`src/lew_pkg.sv`:
```
// Package for the line editor with word wrap: shared widths, codes, types
// and the white space test. No dependencies; every other file imports it.
package lew_pkg;

   // Field widths of the channels and the configuration port.
   localparam int BYTE_W      = 8;
   localparam int ACTION_W    = 3;
   localparam int COUNT_W     = 6;
   localparam int CSR_INDEX_W = 2;

   // Configuration register indexes.
   localparam logic [CSR_INDEX_W-1:0] CSR_ERASE_CODE      = 2'd0;
   localparam logic [CSR_INDEX_W-1:0] CSR_KILL_CODE       = 2'd1;
   localparam logic [CSR_INDEX_W-1:0] CSR_WORD_ERASE_CODE = 2'd2;
   localparam logic [CSR_INDEX_W-1:0] CSR_END_CODE        = 2'd3;

   // Reset values of the configuration registers.
   localparam logic [BYTE_W-1:0] ERASE_CODE_RESET      = 8'd127;
   localparam logic [BYTE_W-1:0] KILL_CODE_RESET       = 8'd21;
   localparam logic [BYTE_W-1:0] WORD_ERASE_CODE_RESET = 8'd23;
   localparam logic [BYTE_W-1:0] END_CODE_RESET        = 8'd4;

   // Fixed byte codes.
   localparam logic [BYTE_W-1:0] NEWLINE_CODE = 8'h0A;
   localparam logic [BYTE_W-1:0] PRINT_LO     = 8'h20;
   localparam logic [BYTE_W-1:0] PRINT_HI     = 8'h7E;
   localparam logic [BYTE_W-1:0] SPACE_CODE   = 8'h20;
   localparam logic [BYTE_W-1:0] WHITE_LO     = 8'h09;
   localparam logic [BYTE_W-1:0] WHITE_HI     = 8'h0D;

   // Display actions of a result.
   typedef enum logic [ACTION_W-1:0] {
      ACT_ECHO    = 3'd0,
      ACT_ERASE   = 3'd1,
      ACT_NEWLINE = 3'd2,
      ACT_BELL    = 3'd3,
      ACT_END     = 3'd4
   } action_type;

   // Class of a received byte, in decision order (end test aside).
   typedef enum logic [2:0] {
      KIND_WORD_ERASE,
      KIND_NEWLINE,
      KIND_KILL,
      KIND_ERASE,
      KIND_TYPE,
      KIND_BELL
   } kind_type;

   // One classified byte as it travels through the command queue.
   typedef struct packed {
      logic              is_end;
      kind_type          kind;
      logic [BYTE_W-1:0] ch;
   } cmd_type;

   // Push side of the command queue.
   typedef struct packed {
      logic    valid;
      cmd_type cmd;
   } cmd_push_type;

   // Sequencer states of the back end.
   typedef enum logic [3:0] {
      ST_IDLE,
      ST_DECODE,
      ST_WR_RD,
      ST_WR_CHK,
      ST_WR_ZERO_NL,
      ST_WR_ZERO_ECHO,
      ST_WR_ERASE,
      ST_WR_NL,
      ST_CP_RD,
      ST_CP_CHK,
      ST_WE_RD1,
      ST_WE_CHK1,
      ST_WE_RD2,
      ST_WE_CHK2,
      ST_WE_DONE
   } back_state_type;

   // Tab, line feed, vertical tab, form feed, carriage return or space.
   function automatic logic is_white(input logic [BYTE_W-1:0] c);
      return (c == SPACE_CODE) || ((c >= WHITE_LO) && (c <= WHITE_HI));
   endfunction

endpackage

```
`src/lew_req_if.sv`:
```
// Input channel of the line editor: one keyboard byte per transfer.
// Depends on lew_pkg for the byte width.
interface lew_req_if import lew_pkg::*; ();
   logic              valid;
   logic              ready;
   logic [BYTE_W-1:0] in_byte;

   modport source (output valid, output in_byte, input ready);
   modport sink   (input valid, input in_byte, output ready);
endinterface

```
`src/lew_rsp_if.sv`:
```
// Result channel of the line editor: one display action per transfer.
// Depends on lew_pkg for the field widths.
interface lew_rsp_if import lew_pkg::*; ();
   logic                valid;
   logic                ready;
   logic [ACTION_W-1:0] action;
   logic [BYTE_W-1:0]   echo_byte;
   logic [COUNT_W-1:0]  erase_count;
   logic                last;

   modport source (output valid, output action, output echo_byte,
                   output erase_count, output last, input ready);
   modport sink   (input valid, input action, input echo_byte,
                   input erase_count, input last, output ready);
endinterface

```
`src/lew_front.sv`:
```
// Front end of the line editor: configuration registers and byte classifier.
// Depends on lew_pkg and lew_req_if; feeds the command queue.
module lew_front import lew_pkg::*; (
   input  logic                   clock,
   input  logic                   reset,
   lew_req_if.sink                req,
   input  logic                   csr_we,
   input  logic [CSR_INDEX_W-1:0] csr_index,
   input  logic [BYTE_W-1:0]      csr_wdata,
   output cmd_push_type           push,
   input  logic                   push_ready
);

   logic [BYTE_W-1:0] erase_code_ff, erase_code_in;
   logic [BYTE_W-1:0] kill_code_ff, kill_code_in;
   logic [BYTE_W-1:0] word_erase_code_ff, word_erase_code_in;
   logic [BYTE_W-1:0] end_code_ff, end_code_in;
   kind_type          kind;

   // Register writes from the configuration port.
   always_comb begin
      erase_code_in      = erase_code_ff;
      kill_code_in       = kill_code_ff;
      word_erase_code_in = word_erase_code_ff;
      end_code_in        = end_code_ff;
      if (csr_we) begin
         unique case (csr_index)
            CSR_ERASE_CODE:      erase_code_in      = csr_wdata;
            CSR_KILL_CODE:       kill_code_in       = csr_wdata;
            CSR_WORD_ERASE_CODE: word_erase_code_in = csr_wdata;
            CSR_END_CODE:        end_code_in        = csr_wdata;
         endcase
      end
   end

   always_ff @(posedge clock) begin
      if (reset) begin
         erase_code_ff      <= ERASE_CODE_RESET;
         kill_code_ff       <= KILL_CODE_RESET;
         word_erase_code_ff <= WORD_ERASE_CODE_RESET;
         end_code_ff        <= END_CODE_RESET;
      end else begin
         erase_code_ff      <= erase_code_in;
         kill_code_ff       <= kill_code_in;
         word_erase_code_ff <= word_erase_code_in;
         end_code_ff        <= end_code_in;
      end
   end

   // Classify the byte; the first matching code wins.
   always_comb begin
      priority if (req.in_byte == word_erase_code_ff) begin
         kind = KIND_WORD_ERASE;
      end else if (req.in_byte == NEWLINE_CODE) begin
         kind = KIND_NEWLINE;
      end else if (req.in_byte == kill_code_ff) begin
         kind = KIND_KILL;
      end else if (req.in_byte == erase_code_ff) begin
         kind = KIND_ERASE;
      end else if ((req.in_byte >= PRINT_LO) && (req.in_byte <= PRINT_HI)) begin
         kind = KIND_TYPE;
      end else begin
         kind = KIND_BELL;
      end
   end

   // The end test needs the line length, so the back end resolves it.
   assign push.valid      = req.valid;
   assign push.cmd.is_end = (req.in_byte == end_code_ff);
   assign push.cmd.kind   = kind;
   assign push.cmd.ch     = req.in_byte;
   assign req.ready       = push_ready;

endmodule

```
`src/lew_cmd_fifo.sv`:
```
// Two-entry queue of classified commands between front and back end.
// Depends on lew_pkg for the command types.
module lew_cmd_fifo import lew_pkg::*; (
   input  logic         clock,
   input  logic         reset,
   input  cmd_push_type push,
   output logic         push_ready,
   output logic         pop_valid,
   output cmd_type      pop_cmd,
   input  logic         pop_ready
);

   cmd_type    entry_ff [2];
   logic       wr_ptr_ff, wr_ptr_in;
   logic       rd_ptr_ff, rd_ptr_in;
   logic [1:0] fill_ff, fill_in;
   logic       do_push, do_pop;

   assign push_ready = (fill_ff != 2'd2);
   assign pop_valid  = (fill_ff != 2'd0);
   assign pop_cmd    = entry_ff[rd_ptr_ff];
   assign do_push    = push.valid && push_ready;
   assign do_pop     = pop_valid && pop_ready;

   // Pointer and fill bookkeeping.
   always_comb begin
      wr_ptr_in = do_push ? ~wr_ptr_ff : wr_ptr_ff;
      rd_ptr_in = do_pop ? ~rd_ptr_ff : rd_ptr_ff;
      fill_in   = fill_ff;
      if (do_push && !do_pop) begin
         fill_in = fill_ff + 2'd1;
      end else if (do_pop && !do_push) begin
         fill_in = fill_ff - 2'd1;
      end
   end

   always_ff @(posedge clock) begin
      if (reset) begin
         wr_ptr_ff <= 1'b0;
         rd_ptr_ff <= 1'b0;
         fill_ff   <= 2'd0;
      end else begin
         wr_ptr_ff <= wr_ptr_in;
         rd_ptr_ff <= rd_ptr_in;
         fill_ff   <= fill_in;
      end
   end

   // Entry storage.
   always_ff @(posedge clock) begin
      if (do_push) begin
         entry_ff[wr_ptr_ff] <= push.cmd;
      end
   end

endmodule

```
`src/lew_back.sv`:
```
// Back end of the line editor: line store, length, edit sequencer and the
// result register. Depends on lew_pkg and lew_rsp_if; fed by lew_cmd_fifo.
module lew_back import lew_pkg::*; #(
   parameter int LINE_LIMIT = 40
) (
   input  logic    clock,
   input  logic    reset,
   input  logic    pop_valid,
   input  cmd_type pop_cmd,
   output logic    pop_ready,
   lew_rsp_if.source rsp
);

   localparam int CW = $clog2(LINE_LIMIT + 1);
   localparam logic [CW-1:0] LIMIT = CW'(LINE_LIMIT);
   localparam logic [CW-1:0] ONE   = CW'(1);

   back_state_type state_ff, state_in;
   logic [CW-1:0]  count_ff, count_in;
   logic [CW-1:0]  idx_ff, idx_in;
   cmd_type        cmd_ff, cmd_in;
   logic [BYTE_W-1:0] rdata_ff;
   logic [BYTE_W-1:0] line_store_mem [LINE_LIMIT + 1];

   logic              mem_we, mem_re;
   logic [CW-1:0]     mem_waddr, mem_raddr;
   logic [BYTE_W-1:0] mem_wdata;

   logic              emit, emit_ok, emit_last;
   action_type        emit_action;
   logic [BYTE_W-1:0] emit_byte;
   logic [CW-1:0]     emit_cnt;

   logic                out_valid_ff, out_valid_in;
   action_type          out_action_ff;
   logic [BYTE_W-1:0]   out_byte_ff;
   logic [COUNT_W-1:0]  out_cnt_ff;
   logic                out_last_ff;

   // A result can be loaded when the register is empty or being drained.
   assign emit_ok   = !out_valid_ff || rsp.ready;
   assign pop_ready = (state_ff == ST_IDLE);

   // Sequencer: next state, memory access and result requests.
   always_comb begin
      state_in    = state_ff;
      count_in    = count_ff;
      idx_in      = idx_ff;
      cmd_in      = cmd_ff;
      mem_we      = 1'b0;
      mem_waddr   = count_ff;
      mem_wdata   = cmd_ff.ch;
      mem_re      = 1'b0;
      mem_raddr   = idx_ff;
      emit        = 1'b0;
      emit_action = ACT_ECHO;
      emit_byte   = '0;
      emit_cnt    = '0;
      emit_last   = 1'b0;
      unique case (state_ff)
         ST_IDLE: begin
            if (pop_valid) begin
               cmd_in   = pop_cmd;
               state_in = ST_DECODE;
            end
         end
         ST_DECODE: begin
            priority if (cmd_ff.is_end && (count_ff == '0)) begin
               emit        = 1'b1;
               emit_action = ACT_END;
               emit_last   = 1'b1;
               if (emit_ok) state_in = ST_IDLE;
            end else begin
               unique case (cmd_ff.kind)
                  KIND_WORD_ERASE: begin
                     idx_in   = count_ff;
                     state_in = ST_WE_RD1;
                  end
                  KIND_NEWLINE: begin
                     emit        = 1'b1;
                     emit_action = ACT_NEWLINE;
                     emit_last   = 1'b1;
                     if (emit_ok) begin
                        count_in = '0;
                        state_in = ST_IDLE;
                     end
                  end
                  KIND_KILL: begin
                     if (count_ff != '0) begin
                        emit        = 1'b1;
                        emit_action = ACT_ERASE;
                        emit_cnt    = count_ff;
                        emit_last   = 1'b1;
                        if (emit_ok) begin
                           count_in = '0;
                           state_in = ST_IDLE;
                        end
                     end else begin
                        state_in = ST_IDLE;
                     end
                  end
                  KIND_ERASE: begin
                     if (count_ff != '0) begin
                        emit        = 1'b1;
                        emit_action = ACT_ERASE;
                        emit_cnt    = ONE;
                        emit_last   = 1'b1;
                        if (emit_ok) begin
                           count_in = count_ff - ONE;
                           state_in = ST_IDLE;
                        end
                     end else begin
                        state_in = ST_IDLE;
                     end
                  end
                  KIND_TYPE: begin
                     if (count_ff < LIMIT) begin
                        emit        = 1'b1;
                        emit_action = ACT_ECHO;
                        emit_byte   = cmd_ff.ch;
                        emit_last   = 1'b1;
                        if (emit_ok) begin
                           mem_we   = 1'b1;
                           count_in = count_ff + ONE;
                           state_in = ST_IDLE;
                        end
                     end else begin
                        // Full line: park the byte in the overflow slot and wrap.
                        mem_we    = 1'b1;
                        mem_waddr = LIMIT;
                        count_in  = LIMIT;
                        idx_in    = LIMIT;
                        state_in  = ST_WR_RD;
                     end
                  end
                  KIND_BELL: begin
                     emit        = 1'b1;
                     emit_action = ACT_BELL;
                     emit_last   = 1'b1;
                     if (emit_ok) state_in = ST_IDLE;
                  end
                  default: state_in = ST_IDLE;
               endcase
            end
         end
         // Wrap scan: look down from the overflow slot for white space.
         ST_WR_RD: begin
            if (idx_ff == '0) begin
               state_in = ST_WR_ZERO_NL;
            end else begin
               mem_re   = 1'b1;
               state_in = ST_WR_CHK;
            end
         end
         ST_WR_CHK: begin
            if (is_white(rdata_ff)) begin
               state_in = ST_WR_ERASE;
            end else begin
               idx_in   = idx_ff - ONE;
               state_in = ST_WR_RD;
            end
         end
         // No space on the line: only the typed byte moves.
         ST_WR_ZERO_NL: begin
            emit        = 1'b1;
            emit_action = ACT_NEWLINE;
            if (emit_ok) state_in = ST_WR_ZERO_ECHO;
         end
         ST_WR_ZERO_ECHO: begin
            emit        = 1'b1;
            emit_action = ACT_ECHO;
            emit_byte   = cmd_ff.ch;
            emit_last   = 1'b1;
            if (emit_ok) begin
               mem_we    = 1'b1;
               mem_waddr = '0;
               count_in  = ONE;
               state_in  = ST_IDLE;
            end
         end
         // Rub out the tail word, then start the new line.
         ST_WR_ERASE: begin
            if (idx_ff == LIMIT) begin
               state_in = ST_WR_NL;
            end else begin
               emit        = 1'b1;
               emit_action = ACT_ERASE;
               emit_cnt    = LIMIT - idx_ff;
               if (emit_ok) state_in = ST_WR_NL;
            end
         end
         ST_WR_NL: begin
            emit        = 1'b1;
            emit_action = ACT_NEWLINE;
            emit_last   = (idx_ff == LIMIT);
            if (emit_ok) begin
               count_in = '0;
               if (idx_ff == LIMIT) begin
                  state_in = ST_IDLE;
               end else begin
                  idx_in   = idx_ff + ONE;
                  state_in = ST_CP_RD;
               end
            end
         end
         // Move the tail word to the front of the line, echoing each byte.
         ST_CP_RD: begin
            mem_re   = 1'b1;
            state_in = ST_CP_CHK;
         end
         ST_CP_CHK: begin
            emit        = 1'b1;
            emit_action = ACT_ECHO;
            emit_byte   = rdata_ff;
            emit_last   = (idx_ff == LIMIT);
            if (emit_ok) begin
               mem_we    = 1'b1;
               mem_wdata = rdata_ff;
               count_in  = count_ff + ONE;
               if (idx_ff == LIMIT) begin
                  state_in = ST_IDLE;
               end else begin
                  idx_in   = idx_ff + ONE;
                  state_in = ST_CP_RD;
               end
            end
         end
         // Word erase: skip trailing white space, then the word itself.
         ST_WE_RD1: begin
            if (idx_ff == '0) begin
               state_in = ST_WE_DONE;
            end else begin
               mem_re    = 1'b1;
               mem_raddr = idx_ff - ONE;
               state_in  = ST_WE_CHK1;
            end
         end
         ST_WE_CHK1: begin
            if (is_white(rdata_ff)) begin
               idx_in   = idx_ff - ONE;
               state_in = ST_WE_RD1;
            end else begin
               // The byte just read is the first one of the word phase.
               state_in = ST_WE_CHK2;
            end
         end
         ST_WE_RD2: begin
            if (idx_ff == '0) begin
               state_in = ST_WE_DONE;
            end else begin
               mem_re    = 1'b1;
               mem_raddr = idx_ff - ONE;
               state_in  = ST_WE_CHK2;
            end
         end
         ST_WE_CHK2: begin
            if (!is_white(rdata_ff)) begin
               idx_in   = idx_ff - ONE;
               state_in = ST_WE_RD2;
            end else begin
               state_in = ST_WE_DONE;
            end
         end
         ST_WE_DONE: begin
            if (idx_ff != count_ff) begin
               emit        = 1'b1;
               emit_action = ACT_ERASE;
               emit_cnt    = count_ff - idx_ff;
               emit_last   = 1'b1;
               if (emit_ok) begin
                  count_in = idx_ff;
                  state_in = ST_IDLE;
               end
            end else begin
               state_in = ST_IDLE;
            end
         end
         default: state_in = ST_IDLE;
      endcase
   end

   // Control registers.
   always_ff @(posedge clock) begin
      if (reset) begin
         state_ff <= ST_IDLE;
         count_ff <= '0;
      end else begin
         state_ff <= state_in;
         count_ff <= count_in;
      end
   end

   // Working registers of the current command.
   always_ff @(posedge clock) begin
      idx_ff <= idx_in;
      cmd_ff <= cmd_in;
   end

   // Line store: one write port, one read port with registered data.
   always_ff @(posedge clock) begin
      if (mem_we) begin
         line_store_mem[mem_waddr] <= mem_wdata;
      end
      if (mem_re) begin
         rdata_ff <= line_store_mem[mem_raddr];
      end
   end

   // Result register that decouples the sequencer from the sink.
   always_comb begin
      out_valid_in = out_valid_ff && !rsp.ready;
      if (emit && emit_ok) begin
         out_valid_in = 1'b1;
      end
   end

   always_ff @(posedge clock) begin
      if (reset) begin
         out_valid_ff <= 1'b0;
      end else begin
         out_valid_ff <= out_valid_in;
      end
   end

   always_ff @(posedge clock) begin
      if (emit && emit_ok) begin
         out_action_ff <= emit_action;
         out_byte_ff   <= emit_byte;
         out_cnt_ff    <= COUNT_W'(emit_cnt);
         out_last_ff   <= emit_last;
      end
   end

   assign rsp.valid       = out_valid_ff;
   assign rsp.action      = out_action_ff;
   assign rsp.echo_byte   = out_byte_ff;
   assign rsp.erase_count = out_cnt_ff;
   assign rsp.last        = out_last_ff;

endmodule

```
`src/line_editor_with_word_wrap_unit.sv`:
```
// Top level of the line editor with word wrap: front end, command queue and
// back end. Depends on lew_pkg, lew_req_if, lew_rsp_if and the three parts.

// Terminal line editor. Each keyboard byte taken on req becomes one to
// LINE_LIMIT+1 display actions on rsp (echo, erase N, newline, bell, session
// end); the final action of a byte has last set, and a byte with nothing to
// erase gives none. The front end classifies a byte in the cycle it is
// transferred and a two-entry queue holds up to two bytes ahead of the back
// end. The back end takes one byte at a time. A word erase walks back over
// the characters it removes, and a wrap scans down from the end of the line
// for white space and then moves each character after it to the new line;
// these walks are set by the single read port of the line store and its
// registered read data. A result waiting on rsp holds the back end only when
// it has another result to present. The line store needs no clearing after
// reset; only written entries are ever read.
module line_editor_with_word_wrap_unit import lew_pkg::*; #(
   parameter int LINE_LIMIT = 40
) (
   input  logic                   clock,
   input  logic                   reset,
   lew_req_if.sink                req,
   lew_rsp_if.source              rsp,
   input  logic                   csr_we,
   input  logic [CSR_INDEX_W-1:0] csr_index,
   input  logic [BYTE_W-1:0]      csr_wdata
);

   cmd_push_type push;
   logic         push_ready;
   logic         pop_valid;
   logic         pop_ready;
   cmd_type      pop_cmd;

   // Classification and configuration.
   lew_front u_front (
      .clock      (clock),
      .reset      (reset),
      .req        (req),
      .csr_we     (csr_we),
      .csr_index  (csr_index),
      .csr_wdata  (csr_wdata),
      .push       (push),
      .push_ready (push_ready)
   );

   // Queue between the two halves.
   lew_cmd_fifo u_fifo (
      .clock      (clock),
      .reset      (reset),
      .push       (push),
      .push_ready (push_ready),
      .pop_valid  (pop_valid),
      .pop_cmd    (pop_cmd),
      .pop_ready  (pop_ready)
   );

   // Line store and edit sequencer.
   lew_back #(
      .LINE_LIMIT (LINE_LIMIT)
   ) u_back (
      .clock     (clock),
      .reset     (reset),
      .pop_valid (pop_valid),
      .pop_cmd   (pop_cmd),
      .pop_ready (pop_ready),
      .rsp       (rsp)
   );

endmodule

```
`src/flat_wrapper.sv`:
```
// flat-port wrapper written by rule: the top's interface ports become plain ports
module line_editor_with_word_wrap_unit_flat import lew_pkg::*;
#(
   parameter int LINE_LIMIT = 40
)
  (clock, reset, csr_we, csr_index, csr_wdata, req_valid, req_in_byte, req_ready, rsp_valid, rsp_action, rsp_echo_byte, rsp_erase_count, rsp_last, rsp_ready);
  lew_req_if req_i ();
  lew_rsp_if rsp_i ();
  input  logic clock;
  input  logic reset;
  input  logic csr_we;
  input  logic [CSR_INDEX_W-1:0] csr_index;
  input  logic [BYTE_W-1:0] csr_wdata;
  input wire logic [$bits(req_i.valid)-1:0] req_valid;
  input wire logic [$bits(req_i.in_byte)-1:0] req_in_byte;
  output wire logic [$bits(req_i.ready)-1:0] req_ready;
  output wire logic [$bits(rsp_i.valid)-1:0] rsp_valid;
  output wire logic [$bits(rsp_i.action)-1:0] rsp_action;
  output wire logic [$bits(rsp_i.echo_byte)-1:0] rsp_echo_byte;
  output wire logic [$bits(rsp_i.erase_count)-1:0] rsp_erase_count;
  output wire logic [$bits(rsp_i.last)-1:0] rsp_last;
  input wire logic [$bits(rsp_i.ready)-1:0] rsp_ready;
  assign req_i.valid = req_valid;
  assign req_i.in_byte = req_in_byte;
  assign req_ready = req_i.ready;
  assign rsp_valid = rsp_i.valid;
  assign rsp_action = rsp_i.action;
  assign rsp_echo_byte = rsp_i.echo_byte;
  assign rsp_erase_count = rsp_i.erase_count;
  assign rsp_last = rsp_i.last;
  assign rsp_i.ready = rsp_ready;
  line_editor_with_word_wrap_unit #(.LINE_LIMIT(LINE_LIMIT)) u_core (.clock(clock), .reset(reset), .req(req_i), .rsp(rsp_i), .csr_we(csr_we), .csr_index(csr_index), .csr_wdata(csr_wdata));
endmodule
```
`config.mk`:
```
export PLATFORM = sky130hd
export DESIGN_NAME = line_editor_with_word_wrap_unit_flat
export DESIGN_NICKNAME = d
export VERILOG_FILES = /design/src/lew_pkg.sv /design/src/lew_req_if.sv /design/src/lew_rsp_if.sv /design/src/lew_front.sv /design/src/lew_cmd_fifo.sv /design/src/lew_back.sv /design/src/line_editor_with_word_wrap_unit.sv /design/src/flat_wrapper.sv
export SDC_FILE = /design/constraint.sdc
export NUM_CORES = 1
export LEC_CHECK = 0
export ABC_AREA = 1
export ABC_CLOCK_PERIOD_IN_PS = 6700
export BUFFER_PORTS_ARGS = -buffer_cell sky130_fd_sc_hd__buf_4
export CORE_ASPECT_RATIO = 0.5
export CORE_UTILIZATION = 40
export CTS_BUF_LIST = sky130_fd_sc_hd__clkbuf_16
export DETAILED_ROUTE_END_ITERATION = 6
export MAX_ROUTING_LAYER = met4
export PLACE_DENSITY = 0.52
export SLEW_MARGIN = 30
export SYNTH_ARGS = -nofsm -noshare
export SYNTH_HDL_FRONTEND = slang
export SYNTH_SLANG_ARGS = --single-unit
```
`constraint.sdc`:
```
create_clock -name clock -period 6.7 [get_ports clock]
set_input_delay 1.34 -clock clock [delete_from_list [all_inputs] [get_ports clock]]
set_output_delay 1.34 -clock clock [all_outputs]
set_load 0.01 [all_outputs]
```
==> results.toml <==
[route]
remaining_drc_errors = 0
route.vias.total = 15300
routed_wl_mm = 57.8
drt_iter0_drc = 1452
viasPerCell = 5.21
ant_nets = 0
wl_per_cell_um = 19.7
firstDrtPassIters = 7

[final_layout]
final_nets = 2245
final_layout_size_suffix_gt1_frac = 0.0798
layout_commonest_cell = "nand2_1"
antenna_cells = 0
final_area_um2 = 23400
area_delta_synth_final_pct = 12.5
most-common-layout-cells = "nand2_1 (462), edfxtp_1 (396), inv_1 (391), nand3_1 (345), nor2_1 (144)"

[floorplan]
die_height_um = 163
core_um2 = 50700
ios = 43
die_area_um2 = 52900
initial_utilization = 0.410
die_x_um = 324
rows = 58

[worst_setup_path]
worstSetupEndpointType = "flip-flop"
rr_worst_depth = 16
required_ns = 7.02
critPathKind = "flip-flop to flip-flop"
r2r_setup_slack_ns = 2.09
start_kind = "flip-flop"
critPathMaxFanout = 94
worstReg2RegStart = "u_core.u_back.idx_ff[0]"
arrival_ns = 4.93
reg2reg_to = "u_core.u_back.rdata_ff[5]"

[synthesis]
synth_xor_area_frac = 0.0122
ys.flop_type = "edfxtp_1"
synth_compound_area_frac = 0.0604
yosys.area_share.simple = 0.213
syn_nets = 2219
yosysSeqAreaShare = 0.618
synth-seq-cells = 443
syn_inst = 2184
syn_area_per_cell_um2 = 9.51
synth_warnings = 0
synth_edf_count = 396
synth_mux_area_frac = 0
syn-cell-area_um2 = 20800
yosys.cell_types.count = 48
synth_adder_area_share = 0.00759
synth_top_family_by_area = "simple AND/OR/NAND/NOR gates"
synth-async-reset-ratio = 0

[worst_hold_path]
hold_class = "flip-flop to flip-flop"
hold-path-cell-count = 2
min_to = "u_core.u_front.end_code_ff[0]"
hp-start = "u_core.u_front.end_code_ff[0]"

[clocking]
cts_setup_buffers = 0
cts_buffers = 43
cts.clk_slew.worst_paths_ns = 0.06
clock-sinks = 443
cts-root-buf = "clkbuf_16"
tritoncts = "done"
ctsHtreeMaxLevel = 2
hold_buffers = 0
clock_latency_ns = 0.57
clock_tree.buffer_depth = 3
cts-resized-gates = 0

[global_route]
antenna_found_initial = 0
gr-total-overflow = 0
track_usage = 0.226
grt_max_degree = 95
grt_pass1_vias = 14300
grt_first_pass_wirelength_mm = 88.2

[status]
status = "completed"

[sta]
max_freq_mhz = 217
worst_pin_slew_ns = 0.938
drv_slew = 0
skew_ns = 0.0151
timing.hold.ws_ns = 0.469
finalSetupViolations = 0
max-slew-margin-rel = 0.374
setup_tns_ns = 0
rsz0062_at_grt = "false"
hold_viol = 0
timing.final.crit_share = 0.688
fin_crit_ns = 4.61

[power_and_ir_drop]
powerDensity_nw_per_um2 = 388
p_leak_nw = 9.60
ir_drop_mv = 0.229

[placement]
port_buffers = 42
place_congestion = 0.939
dp_hpwl_mm = 36.7
place_area_um2 = 21900

[run]
maxCapViolCount = 0
==> cells in the mapped netlist, drive strengths merged (10+ instances only) <==
cell type,n,area share
xor2,14,0.0059
dfxtp,47,0.045
nor2,152,0.029
nand4,12,0.0036
o22ai,10,0.0036
nand3,348,0.085
nor3,21,0.0051
inv,385,0.070
nand2,471,0.086
edfxtp,396,0.57
xnor2,15,0.0063
clkbuf,43,0.0078
a21oi,36,0.0087
ha,11,0.0066
o21ai,86,0.021
buf,44,0.011
o211ai,44,0.016
==> sequential cells by signal, summed over array words and instances, names as in the netlist <==
| name | count |
|---|---|
| u_core.u_back.line_store_mem | 328 |
| u_core.u_fifo.entry_ff | 24 |
| u_core.u_back.cmd_ff | 12 |
| u_core.u_back.rdata_ff | 8 |
| u_core.u_back.rsp.echo_byte | 8 |
| u_core.u_front.end_code_ff | 8 |
| u_core.u_front.erase_code_ff | 8 |
| u_core.u_front.kill_code_ff | 8 |
| u_core.u_front.word_erase_code_ff | 8 |
| u_core.u_back.count_ff | 6 |
| u_core.u_back.idx_ff | 6 |
| u_core.u_back.rsp.erase_count | 6 |
| u_core.u_back.state_ff | 4 |
| u_core.u_back.rsp.action | 3 |
| u_core.u_fifo.fill_ff | 2 |
| u_core.u_back.rsp.last | 1 |
| u_core.u_back.rsp.valid | 1 |
| u_core.u_fifo.rd_ptr_ff | 1 |
| u_core.u_fifo.wr_ptr_ff | 1 |
==> worst max-delay path: stages, from the launching register on <==
cell,delay [ns]
edfxtp_1,0.51
clkinv_1,0.20
ha_1,0.20
inv_1,0.05
nor2_1,0.24
nand3_2,0.24
nand2_2,0.37
nand2_2,0.53
nand2_4,0.73
buf_12,0.43
nand2_1,0.11
nand3_1,0.13
nand3_1,0.14
nand3_1,0.11
nand3_1,0.13
nand3_1,0.10
nand2_1,0.05
==> layout make-up <==
class / instances / area, µm²
fill: 4821 / 27400
sequential: 443 / 12800
multi-input combinational: 1265 / 6270
inverter: 389 / 1460
clock buffer: 45 / 1130
tap: 690 / 863
timing repair buffer: 68 / 543
clock inverter: 33 / 273
==> routing by layer <==
layer,routed length (µm),global-route usage
met1,26700,0.321
met2,26200,0.344
met3,3780,0.0298
met4,1100,0.0515
met5,0,-
==> metrics by stage <==
stage	worst slack, ns	total power [W]	utilization	instances
3_5_place_dp	1.98	0.00664	0.432	2854
3_3_place_gp	2.13	0.00664	0.432	2854
2_1_floorplan	2.33	0.00549	-	2184
6_report	2.09	0.00907	0.461	2933
5_1_grt	1.83	0.00953	0.461	2933
4_1_cts	2.19	0.00910	0.460	2932
==> power by group <==
part	internal, W	total [W]	switching [W]
Clock	0.00138	0.00247	0.00109
Sequential	0.00352	0.00367	0.000155
Combinational	0.000772	0.00293	0.00216
==> worst max-delay path by stage <==
stage / startpoint / end / slack, ns / cells past startpoint
floorplan: rsp_ready / u_core.u_back.line_store_mem[0][3] / 2.33 / 5
detailed placement: rsp_ready / u_core.u_back.line_store_mem[19][2] / 1.98 / 11
CTS: u_core.u_back.idx_ff[0] / u_core.u_back.rdata_ff[0] / 2.19 / 16
global route: u_core.u_back.idx_ff[0] / u_core.u_back.rdata_ff[5] / 1.83 / 16
global placement: rsp_ready / u_core.u_back.line_store_mem[21][7] / 2.13 / 11
finish: u_core.u_back.idx_ff[0] / u_core.u_back.rdata_ff[5] / 2.09 / 16
==> kinds of logic after synthesis <==
kind of cell	after synthesis
simple gates	1020
buf+inv	476
flops	443
compound gates	204
xor+xnor	29
fa+ha+maj	12
Note: power is estimated with default switching activity, not from simulation.
